## src/sv/key_state_map_with_history_fifo_core_defines.svh

```systemverilog
// Assertion macros shared by the key state map core.
`ifndef KEY_STATE_MAP_WITH_HISTORY_FIFO_CORE_DEFINES_SVH
`define KEY_STATE_MAP_WITH_HISTORY_FIFO_CORE_DEFINES_SVH

// Plain property, checked at every clock edge out of reset
`define KSM_ASSERT(label, prop, msg) \
  label: assert property (@(posedge clk_i) disable iff (!rst_ni) (prop)) else $error(msg);

// Next-cycle implication, checked out of reset
`define KSM_ASSERT_NEXT(label, ante, cons, msg) \
  label: assert property (@(posedge clk_i) disable iff (!rst_ni) (ante) |=> (cons)) \
    else $error(msg);

`endif

```

## src/sv/ksm_pkg.sv

```systemverilog
// Package: types and constants of the key state map core.
package ksm_pkg;

  localparam int unsigned SCANCODE_BITS = 16;
  localparam int unsigned KEY_COUNT     = 128;
  localparam int unsigned KEY_IDX_W     = $clog2(KEY_COUNT);
  localparam int unsigned HISTORY_DEPTH = 256;
  localparam int unsigned REQ_W         = 3;
  localparam int unsigned CFG_IDX_W     = 1;
  localparam int unsigned CFG_DATA_W    = 16;

  localparam logic [CFG_DATA_W-1:0] RELEASE_MASK_RST  = 16'h0080;
  localparam logic [CFG_DATA_W-1:0] EXTENDED_MASK_RST = 16'h0100;

  // Configuration register indexes
  typedef enum logic [CFG_IDX_W-1:0] {
    CFG_RELEASE_MASK  = 1'b0,
    CFG_EXTENDED_MASK = 1'b1
  } cfg_idx_e;

  // Request kinds
  typedef enum logic [REQ_W-1:0] {
    REQ_EVENT = 3'd0,
    REQ_TEST  = 3'd1,
    REQ_PEEK  = 3'd2,
    REQ_POP   = 3'd3,
    REQ_CLEAR = 3'd4
  } req_e;

  // Sequencer states
  typedef enum logic {
    S_IDLE = 1'b0,
    S_EXEC = 1'b1
  } state_e;

endpackage

```

## src/sv/ksm_req_if.sv

```systemverilog
// Request channel interface: valid/ready plus request payload.
interface ksm_req_if;
  logic                               valid;
  logic                               ready;
  logic [ksm_pkg::REQ_W-1:0]          req_type;
  logic [ksm_pkg::SCANCODE_BITS-1:0]  scancode;

  modport source (output valid, output req_type, output scancode, input ready);
  modport sink   (input valid, input req_type, input scancode, output ready);
endinterface

```

## src/sv/ksm_rsp_if.sv

```systemverilog
// Response channel interface: valid/ready plus result payload.
interface ksm_rsp_if;
  logic                               valid;
  logic                               ready;
  logic                               key_down;
  logic [ksm_pkg::SCANCODE_BITS-1:0]  key_out;
  logic                               history_nonempty;
  logic                               push_dropped;

  modport source (output valid, output key_down, output key_out,
                  output history_nonempty, output push_dropped, input ready);
  modport sink   (input valid, input key_down, input key_out,
                  input history_nonempty, input push_dropped, output ready);
endinterface

```

## src/sv/key_state_map_with_history_fifo_core.sv

```systemverilog
// Top level: key-down map and scancode history ring with request/response channels.
//
// Usage: requests arrive on req_i (valid/ready, req_type + scancode); each
// request gives exactly one response on rsp_o (valid/ready). Kinds: key event,
// test key, peek history, pop history, clear history.
// A response becomes valid when the execute state loads the output register.
// A request is accepted only in the idle state, so not before the previous one
// has executed. On the accept the key map RAM and the history RAM are read
// (registered read port); the execute state modifies and writes back both.
// A new request is taken while an earlier response still waits in the output
// register; if the receiver stalls, the block holds in its execute cycle with
// the read data kept until the output register frees up.
// Reset: key map reads as all zero (per-key valid bits cleared at once), the
// history ring is empty, masks return to 0x0080 and 0x0100. No clearing pass.
// Configuration: cfg_we_i/cfg_idx_i/cfg_wdata_i write a mask at the clock edge; the
// user must write only while no request is in flight, the block does not enforce it.
`include "key_state_map_with_history_fifo_core_defines.svh"

module key_state_map_with_history_fifo_core #(
  parameter int unsigned HISTORY_DEPTH = ksm_pkg::HISTORY_DEPTH
) (
  input  logic                             clk_i,
  input  logic                             rst_ni,
  ksm_req_if.sink                          req_i,
  ksm_rsp_if.source                        rsp_o,
  input  logic                             cfg_we_i,
  input  logic [ksm_pkg::CFG_IDX_W-1:0]    cfg_idx_i,
  input  logic [ksm_pkg::CFG_DATA_W-1:0]   cfg_wdata_i
);

  localparam int unsigned PtrW = $clog2(HISTORY_DEPTH);
  localparam int unsigned CodeW = ksm_pkg::SCANCODE_BITS;
  localparam int unsigned KeyW = ksm_pkg::KEY_IDX_W;
  localparam logic [PtrW-1:0] PtrLast = PtrW'(HISTORY_DEPTH - 1);

  ksm_pkg::state_e             state_q, state_d;
  ksm_pkg::req_e               req_q;
  logic [CodeW-1:0]            code_q;
  logic [PtrW-1:0]             head_q, head_d, tail_q, tail_d;
  logic [CodeW-1:0]            rel_mask_q, ext_mask_q;
  logic [ksm_pkg::KEY_COUNT-1:0] key_valid_q;

  logic                        out_valid_q, out_kd_q, out_ne_q, out_drop_q;
  logic [CodeW-1:0]            out_ko_q;

  logic                        in_fire, exec_fire;
  logic                        nonempty, full;
  logic [PtrW-1:0]             next_tail, next_head;
  logic [KeyW-1:0]             key_idx;

  logic                        key_we, key_wdata, key_rdata;
  logic                        hist_we;
  logic [CodeW-1:0]            hist_rdata;
  logic                        kd_d, ne_d, drop_d;
  logic [CodeW-1:0]            ko_d;

  assign in_fire     = req_i.valid && req_i.ready;
  assign req_i.ready = (state_q == ksm_pkg::S_IDLE);
  assign exec_fire   = (state_q == ksm_pkg::S_EXEC) && (!out_valid_q || rsp_o.ready);

  // ring pointer arithmetic
  assign nonempty  = (head_q != tail_q);
  assign next_tail = (tail_q == PtrLast) ? '0 : tail_q + PtrW'(1);
  assign next_head = (head_q == PtrLast) ? '0 : head_q + PtrW'(1);
  assign full      = (next_tail == head_q);
  assign key_idx   = code_q[KeyW-1:0];

  // key-down map storage
  ksm_ram #(.WIDTH(1), .DEPTH(ksm_pkg::KEY_COUNT)) u_key_ram (
    .clk_i   (clk_i),
    .we_i    (key_we),
    .waddr_i (key_idx),
    .wdata_i (key_wdata),
    .re_i    (in_fire),
    .raddr_i (req_i.scancode[KeyW-1:0]),
    .rdata_o (key_rdata)
  );

  // history ring storage
  ksm_ram #(.WIDTH(CodeW), .DEPTH(HISTORY_DEPTH)) u_hist_ram (
    .clk_i   (clk_i),
    .we_i    (hist_we),
    .waddr_i (tail_q),
    .wdata_i (code_q & ~ext_mask_q),
    .re_i    (in_fire),
    .raddr_i (head_q),
    .rdata_o (hist_rdata)
  );

  // sequencer: next state, write-back and result
  always_comb begin
    state_d   = state_q;
    head_d    = head_q;
    tail_d    = tail_q;
    key_we    = 1'b0;
    key_wdata = ((code_q & rel_mask_q) == '0);
    hist_we   = 1'b0;
    kd_d      = 1'b0;
    ko_d      = '0;
    ne_d      = nonempty;
    drop_d    = 1'b0;
    case (state_q)
      ksm_pkg::S_IDLE: begin
        if (in_fire) begin
          state_d = ksm_pkg::S_EXEC;
        end
      end
      ksm_pkg::S_EXEC: begin
        if (exec_fire) begin
          state_d = ksm_pkg::S_IDLE;
          case (req_q)
            ksm_pkg::REQ_EVENT: begin
              if (code_q != '0) begin
                key_we = 1'b1;
                drop_d = full;
                if (!full) begin
                  hist_we = 1'b1;
                  tail_d  = next_tail;
                end
              end
            end
            ksm_pkg::REQ_TEST: begin
              kd_d = key_valid_q[key_idx] & key_rdata;
            end
            ksm_pkg::REQ_PEEK: begin
              if (nonempty) begin
                ko_d = hist_rdata;
              end
            end
            ksm_pkg::REQ_POP: begin
              if (nonempty) begin
                ko_d   = hist_rdata;
                head_d = next_head;
              end
            end
            ksm_pkg::REQ_CLEAR: begin
              tail_d = head_q;
            end
            default: begin
            end
          endcase
        end
      end
      default: begin
        state_d = ksm_pkg::S_IDLE;
      end
    endcase
  end

  // control registers
  always_ff @(posedge clk_i or negedge rst_ni) begin
    if (!rst_ni) begin
      state_q     <= ksm_pkg::S_IDLE;
      head_q      <= '0;
      tail_q      <= '0;
      key_valid_q <= '0;
      out_valid_q <= 1'b0;
      rel_mask_q  <= ksm_pkg::RELEASE_MASK_RST;
      ext_mask_q  <= ksm_pkg::EXTENDED_MASK_RST;
    end else begin
      state_q <= state_d;
      head_q  <= head_d;
      tail_q  <= tail_d;
      if (key_we) begin
        key_valid_q[key_idx] <= 1'b1;
      end
      if (exec_fire) begin
        out_valid_q <= 1'b1;
      end else if (rsp_o.ready) begin
        out_valid_q <= 1'b0;
      end
      if (cfg_we_i) begin
        case (cfg_idx_i)
          ksm_pkg::CFG_RELEASE_MASK:  rel_mask_q <= cfg_wdata_i;
          ksm_pkg::CFG_EXTENDED_MASK: ext_mask_q <= cfg_wdata_i;
          default: begin
          end
        endcase
      end
    end
  end

  // payload registers: captured request and output result
  always_ff @(posedge clk_i) begin
    if (in_fire) begin
      req_q  <= ksm_pkg::req_e'(req_i.req_type);
      code_q <= req_i.scancode;
    end
    if (exec_fire) begin
      out_kd_q   <= kd_d;
      out_ko_q   <= ko_d;
      out_ne_q   <= ne_d;
      out_drop_q <= drop_d;
    end
  end

  assign rsp_o.valid            = out_valid_q;
  assign rsp_o.key_down         = out_kd_q;
  assign rsp_o.key_out          = out_ko_q;
  assign rsp_o.history_nonempty = out_ne_q;
  assign rsp_o.push_dropped     = out_drop_q;

  // checks
  `KSM_ASSERT_NEXT(a_accept_to_exec, in_fire, state_q == ksm_pkg::S_EXEC,
    "accept did not enter execute")
  `KSM_ASSERT_NEXT(a_exec_loads_out, exec_fire, out_valid_q,
    "execute did not load output register")
  `KSM_ASSERT_NEXT(a_kd_only_test, exec_fire && (req_q != ksm_pkg::REQ_TEST), !out_kd_q,
    "key_down set on non-test")
  `KSM_ASSERT_NEXT(a_pop_empty_head,
    exec_fire && (req_q == ksm_pkg::REQ_POP) && !nonempty, $stable(head_q),
    "pop on empty moved head")
  `KSM_ASSERT(a_no_write_idle, !(hist_we || key_we) || (state_q == ksm_pkg::S_EXEC),
    "RAM write outside execute")

endmodule

```

## src/sv/ksm_ram.sv

```systemverilog
// Generic single-clock RAM: one write port, one registered read port.
module ksm_ram #(
  parameter int unsigned WIDTH = 16,
  parameter int unsigned DEPTH = 256
) (
  input  logic                     clk_i,
  input  logic                     we_i,
  input  logic [$clog2(DEPTH)-1:0] waddr_i,
  input  logic [WIDTH-1:0]         wdata_i,
  input  logic                     re_i,
  input  logic [$clog2(DEPTH)-1:0] raddr_i,
  output logic [WIDTH-1:0]         rdata_o
);

  logic [WIDTH-1:0] mem [DEPTH];
  logic [WIDTH-1:0] rdata_q;

  // write port
  always_ff @(posedge clk_i) begin
    if (we_i) begin
      mem[waddr_i] <= wdata_i;
    end
  end

  // read port, data held until the next read
  always_ff @(posedge clk_i) begin
    if (re_i) begin
      rdata_q <= mem[raddr_i];
    end
  end

  assign rdata_o = rdata_q;

endmodule
```

## src/flat_wrapper.sv

```systemverilog
// flat-port wrapper written by rule: the top's interface ports become plain ports
module key_state_map_with_history_fifo_core_flat 
#(
  parameter int unsigned HISTORY_DEPTH = ksm_pkg::HISTORY_DEPTH
)
  (clk_i, rst_ni, cfg_we_i, cfg_idx_i, cfg_wdata_i, req_i_valid, req_i_req_type, req_i_scancode, req_i_ready, rsp_o_valid, rsp_o_key_down, rsp_o_key_out, rsp_o_history_nonempty, rsp_o_push_dropped, rsp_o_ready);
  ksm_req_if req_i_i ();
  ksm_rsp_if rsp_o_i ();
  input  logic clk_i;
  input  logic rst_ni;
  input  logic cfg_we_i;
  input  logic [ksm_pkg::CFG_IDX_W-1:0] cfg_idx_i;
  input  logic [ksm_pkg::CFG_DATA_W-1:0] cfg_wdata_i;
  input wire logic [$bits(req_i_i.valid)-1:0] req_i_valid;
  input wire logic [$bits(req_i_i.req_type)-1:0] req_i_req_type;
  input wire logic [$bits(req_i_i.scancode)-1:0] req_i_scancode;
  output wire logic [$bits(req_i_i.ready)-1:0] req_i_ready;
  output wire logic [$bits(rsp_o_i.valid)-1:0] rsp_o_valid;
  output wire logic [$bits(rsp_o_i.key_down)-1:0] rsp_o_key_down;
  output wire logic [$bits(rsp_o_i.key_out)-1:0] rsp_o_key_out;
  output wire logic [$bits(rsp_o_i.history_nonempty)-1:0] rsp_o_history_nonempty;
  output wire logic [$bits(rsp_o_i.push_dropped)-1:0] rsp_o_push_dropped;
  input wire logic [$bits(rsp_o_i.ready)-1:0] rsp_o_ready;
  assign req_i_i.valid = req_i_valid;
  assign req_i_i.req_type = req_i_req_type;
  assign req_i_i.scancode = req_i_scancode;
  assign req_i_ready = req_i_i.ready;
  assign rsp_o_valid = rsp_o_i.valid;
  assign rsp_o_key_down = rsp_o_i.key_down;
  assign rsp_o_key_out = rsp_o_i.key_out;
  assign rsp_o_history_nonempty = rsp_o_i.history_nonempty;
  assign rsp_o_push_dropped = rsp_o_i.push_dropped;
  assign rsp_o_i.ready = rsp_o_ready;
  key_state_map_with_history_fifo_core #(.HISTORY_DEPTH(HISTORY_DEPTH)) u_core (.clk_i(clk_i), .rst_ni(rst_ni), .req_i(req_i_i), .rsp_o(rsp_o_i), .cfg_we_i(cfg_we_i), .cfg_idx_i(cfg_idx_i), .cfg_wdata_i(cfg_wdata_i));
endmodule
```

## config.mk

```make
export PLATFORM = sky130hd
export DESIGN_NAME = key_state_map_with_history_fifo_core_flat
export DESIGN_NICKNAME = d
export VERILOG_FILES = /design/src/sv/ksm_pkg.sv /design/src/sv/ksm_req_if.sv /design/src/sv/ksm_rsp_if.sv /design/src/sv/key_state_map_with_history_fifo_core.sv /design/src/sv/ksm_ram.sv /design/src/flat_wrapper.sv
export VERILOG_INCLUDE_DIRS = /design/src /design/src/sv
export SDC_FILE = /design/constraint.sdc
export NUM_CORES = 2
export LEC_CHECK = 0
export BUFFER_PORTS_ARGS = -buffer_cell sky130_fd_sc_hd__buf_2
export CAP_MARGIN = 5
export CORE_UTILIZATION = 40
export CTS_CLUSTER_SIZE = 10
export DETAILED_ROUTE_END_ITERATION = 12
export HOLD_SLACK_MARGIN = 0.03
export PLACE_DENSITY = 0.68
export SKIP_LAST_GASP = 1
export SYNTH_ARGS = -nofsm -noshare
export SYNTH_HDL_FRONTEND = slang
export SYNTH_MEMORY_MAX_BITS = 65536
export SYNTH_SLANG_ARGS = --single-unit
```

## constraint.sdc

```tcl
create_clock -name clk_i -period 8.9 [get_ports clk_i]
set_input_delay 0.89 -clock clk_i [delete_from_list [all_inputs] [get_ports clk_i]]
set_output_delay 0.89 -clock clk_i [all_outputs]
set_load 0.02 [all_outputs]
```

==> results_tabular.tex <==
\begin{tabular}{lr}
\hline
Metric & Value \\
\hline
\multicolumn{2}{l}{\textbf{Layout}} \\
Commonest non-fill, non-tap cells in the layout & sky130\_fd\_sc\_hd\_\_edfxtp\_1 (4,279), sky130\_fd\_sc\_hd\_\_mux4\_2 (1,055), sky130\_fd\_sc\_hd\_\_clkbuf\_16 (537) \\
Post-route design area & just under 0.2 sq mm \\
Post-layout nets & about 8,600 \\
Most frequent standard cell in the layout excluding fill and tap cells & sky130\_fd\_sc\_hd\_\_edfxtp\_1 \\
Share of post-route cells with drive strength above 1 & 27.5\% \\
Filler instances & roughly 35,000 \\
Layout-stage area growth over the synthesis result & 13.3\% \\
\multicolumn{2}{l}{\textbf{Logic synthesis}} \\
Summed instance area of the synthesized netlist & around 0.17 sq mm \\
Number of enable flip-flop cells after synthesis & between 4,000 and 5,000 \\
Post-Synthesis Cells & between 8,000 and 9,000 \\
Count of yosys warnings during synthesis & 0 \\
Post-synthesis sequential area ratio & approximately three quarters \\
Flops \& latches, synth & between 4,000 and 5,000 \\
Proportion of synthesized flip-flops having asynchronous set or reset & 3.99\% \\
Top-area cell type share of the netlist area & around 74\% \\
Area leader, netlist & sky130\_fd\_sc\_hd\_\_edfxtp\_1 \\
Biggest area contributors in the synthesized netlist & sky130\_fd\_sc\_hd\_\_edfxtp\_1 (74\%), sky130\_fd\_sc\_hd\_\_mux4\_2 (14\%), sky130\_fd\_sc\_hd\_\_dfrtp\_1 (2.5\%) \\
Syn Area/Cell & around 21 sq um \\
Number of unique standard cell types used by synthesis & 87 \\
Syn Nets & 8,117 \\
Post-synth top flop & sky130\_fd\_sc\_hd\_\_edfxtp\_1 \\
\multicolumn{2}{l}{\textbf{Critical path}} \\
Worst flop-to-flop path startpoint & u\_core.tail\_q[6]\$\_DFFE\_PN0P\_ \\
Instance count on the critical path & 10 \\
Reg-to-reg endpoint & u\_core.u\_hist\_ram.mem[54][12]\$\_DFFE\_PP\_ \\
Cell with the largest stage delay on the worst path & sky130\_fd\_sc\_hd\_\_nand3\_2 \\
Largest delay share family, worst path & simple AND/OR/NAND/NOR gates \\
CP Launch Point & u\_core.tail\_q[6]\$\_DFFE\_PN0P\_ \\
Slowest cell delay on critical path & $\sim$1.1 ns \\
Crit-path max FO & 18 \\
Worst reg-to-reg setup slack & $\sim$2.4 ns \\
Worst path buffer plus inverter count & 2 \\
Kind of critical path & reg2reg \\
Setup crit end & u\_core.u\_hist\_ram.mem[54][12]\$\_DFFE\_PP\_ \\
Startpoint type of the worst setup path & register \\
Worst R2R Path Depth & 10 \\
Cell-by-cell trace of the critical path & nand4\_2 -> nor2\_1 -> o21ai\_0 -> o2111ai\_2 -> a2111oi\_4 -> a21boi\_2 -> nand3\_2 -> buf\_4 -> nor2\_1 -> buf\_4 \\
WP data arrival & about 7.2 ns \\
Crit end category & register \\
Req. time, crit path & roughly 9.6 ns \\
\multicolumn{2}{l}{\textbf{Floorplanning}} \\
Area of the core & around 0.43 sq mm \\
Die area & around 0.44 sq mm \\
Initial cell density of the core & between 40\% and 50\% \\
Std-Cell Rows & 241 \\
Die width & 660 um \\
Top-level port count & just over 60 \\
Height of the chip & roughly 660 um \\
\multicolumn{2}{l}{\textbf{Min path}} \\
Cell depth of the worst min-delay path & 1 \\
Type of the tightest min-delay check & in2reg \\
\multicolumn{2}{l}{\textbf{Status}} \\
Status & finished, final reports clean \\
\multicolumn{2}{l}{\textbf{Routing}} \\
Post-detailed-route DRC marker count & 0 \\
Routed vias & 88,400 \\
Remaining antenna violation count & 0 \\
Highest signal layer in the routed design & met5 \\
Post-detailed-routing wire length & roughly 470 mm \\
Number of detailed-route iterations in the first pass & 7 \\
Initial DRC count & around 13,000 \\
Via-to-Cell Ratio & slightly above 6 \\
Met3 Routed Length & around 56 mm \\
Routed wirelength normalized by instance count & between 30 and 40 um \\
Met2 wire length & between 200 and 250 mm \\
Detailed-route wire length on metal 1 & 178 mm \\
\multicolumn{2}{l}{\textbf{Clocking}} \\
Count of instances resized after the clock tree is built & 0 \\
CTS tree & done \\
Source-to-sink clock delay at the later pin of the worst-skew pair & between 1 and 1.5 ns \\
Deepest clock path buffer count & 4 \\
Post-CTS setup buffers & 0 \\
Clk sinks & around 4,500 \\
Master cell of the clock root buffer & sky130\_fd\_sc\_hd\_\_clkbuf\_16 \\
H-tree levels & 6 \\
Hold Buf Count CTS & 9 \\
Clock-pin transition on the worst setup and hold timing paths & $\sim$0.060 ns \\
Number of buffers created by CTS & 523 \\
\multicolumn{2}{l}{\textbf{Global routing}} \\
Overall track demand over capacity in global routing & roughly a fifth \\
First-pass GRT wire length & 665 mm \\
Global route overflow & 0 \\
Via count of the first global-routing pass & 87,300 \\
Largest net degree at the start of global routing & 182 \\
Number of antenna violations at the first check in global routing & 28 \\
\multicolumn{2}{l}{\textbf{STA}} \\
Post-route clock skew & about 0.057 ns \\
FMAX & around 0.15 GHz \\
Count of pins over their slew limit & 0 \\
Final worst path period share & roughly 73\% \\
Final setup violating endpoints & 0 \\
Final hold violation count & 0 \\
Final critical delay including setup and external delays & between 6 and 7 ns \\
Slew HR & 7.94\% \\
Summed negative setup slack over all endpoints & 0 ns \\
Slew at the pin closest to its max-slew limit & between 1 and 1.5 ns \\
RSZ-0062 raised after global routing & no \\
\multicolumn{2}{l}{\textbf{Power and ir drop}} \\
Largest voltage drop on the vdd net & 0.000199 V \\
Static Leak & a little over 0.06 uW \\
Pwr/cell area & 285 mW/mm\^{}2 \\
\multicolumn{2}{l}{\textbf{Place}} \\
Port buffer count & just over 60 \\
Dpl cell area & between 0.15 and 0.2 sq mm \\
Half-perimeter wire length of the detailed placement result & between 200 and 300 mm \\
GPL Wtd Cong & $\sim$0.9 \\
\multicolumn{2}{l}{\textbf{Run}} \\
Total of max-cap violations & 0 \\
\hline
\end{tabular}
==> logic make-up after synthesis <==
kind of cell,synth area share [%]
xor+xnor,0.0809
compound gates,2.98
mux,16.2
simple gates,2.40
flops,76.7
fa+ha+maj,0.0361
buf+inv,1.58
==> sequential cells by signal, indices dropped and copies added, names as in the netlist <==
register / count
u_core.rsp_o.key_out: 16
u_core.u_key_ram.rdata_o: 1
u_core.req_q: 3
u_core.rsp_o.push_dropped: 1
u_core.state_q: 1
u_core.rel_mask_q: 16
u_core.rsp_o.history_nonempty: 1
u_core.head_q: 8
u_core.u_key_ram.mem: 128
u_core.key_valid_q: 128
u_core.rsp_o.key_down: 1
u_core.u_hist_ram.mem: 4096
u_core.rsp_o.valid: 1
u_core.u_hist_ram.rdata_o: 16
u_core.tail_q: 8
u_core.ext_mask_q: 16
u_core.code_q: 16
==> cell usage after synthesis, types with 59 or more instances <==
master,number
sky130_fd_sc_hd__edfxtp_1,4279
sky130_fd_sc_hd__mux4_2,1055
sky130_fd_sc_hd__nor2_1,460
sky130_fd_sc_hd__mux2i_1,342
sky130_fd_sc_hd__clkbuf_1,189
sky130_fd_sc_hd__dfrtp_1,176
sky130_fd_sc_hd__buf_2,138
sky130_fd_sc_hd__nand2_1,133
sky130_fd_sc_hd__a21oi_1,131
sky130_fd_sc_hd__o21ai_0,95
sky130_fd_sc_hd__a221oi_1,89
sky130_fd_sc_hd__a22oi_1,74
sky130_fd_sc_hd__or2_2,74
sky130_fd_sc_hd__mux2_2,72
sky130_fd_sc_hd__buf_6,59
==> routing by layer <==
metal,vias up,track usage (%)
li1,34500,-
met1,46800,29.1
met2,6112,33.2
met3,925,5.26
met4,12,8.19
met5,-,0
==> how the worst min path moves through the flow <==
stage                                       startpoint                                  to  slack [ns]
floorplan           u_core.key_valid_q[11]$_DFFE_PN0P_  u_core.key_valid_q[11]$_DFFE_PN0P_        0.43
global placement    u_core.key_valid_q[30]$_DFFE_PN0P_  u_core.key_valid_q[30]$_DFFE_PN0P_        0.45
detailed placement  u_core.key_valid_q[30]$_DFFE_PN0P_  u_core.key_valid_q[30]$_DFFE_PN0P_        0.45
CTS                                  req_i_scancode[7]          u_core.code_q[7]$_DFFE_PP_        0.04
global route                         req_i_scancode[7]          u_core.code_q[7]$_DFFE_PP_        0.09
finish                               req_i_scancode[7]          u_core.code_q[7]$_DFFE_PP_        0.11
==> power by group <==
| group | switching [uW] | internal, uW |
|---|---|---|
| clock network | 8050 | 10900 |
| registers | 252 | 23500 |
| logic | 7740 | 5390 |
| total | 16000 | 39800 |
==> through the flow <==
step           setup slack (ns)  total power, uW  hold WS [ns]  std cells  utilization, %
6_report                   2.45            55900         0.111      14400            45.6
5_1_grt                    2.27            57300        0.0857      14400            45.6
4_1_cts                    2.56            56000        0.0385      14400            45.6
3_5_place_dp               2.59            37200         0.448      13700            42.1
3_3_place_gp               2.63            37100         0.446      13700            42.1
2_1_floorplan             0.330            33100         0.433       8071               -
==> final cells by class <==
| type | count | area, sq um | area share, % |
|---|---|---|---|
| flip-flops and latches | 4457 | 133000 | 67.7 |
| multi-input cells | 3115 | 38100 | 19.4 |
| clock inverters | 58 | 933 | 0.475 |
| well taps | 5710 | 7140 | 3.64 |
| repair buffers | 423 | 3440 | 1.75 |
| clock buffers | 607 | 13700 | 6.99 |
| diodes | 11 | 27.5 | 0.0140 |
| inverters | 7 | 26.3 | 0.0134 |
Note: power is estimated with default switching activity, not from simulation.
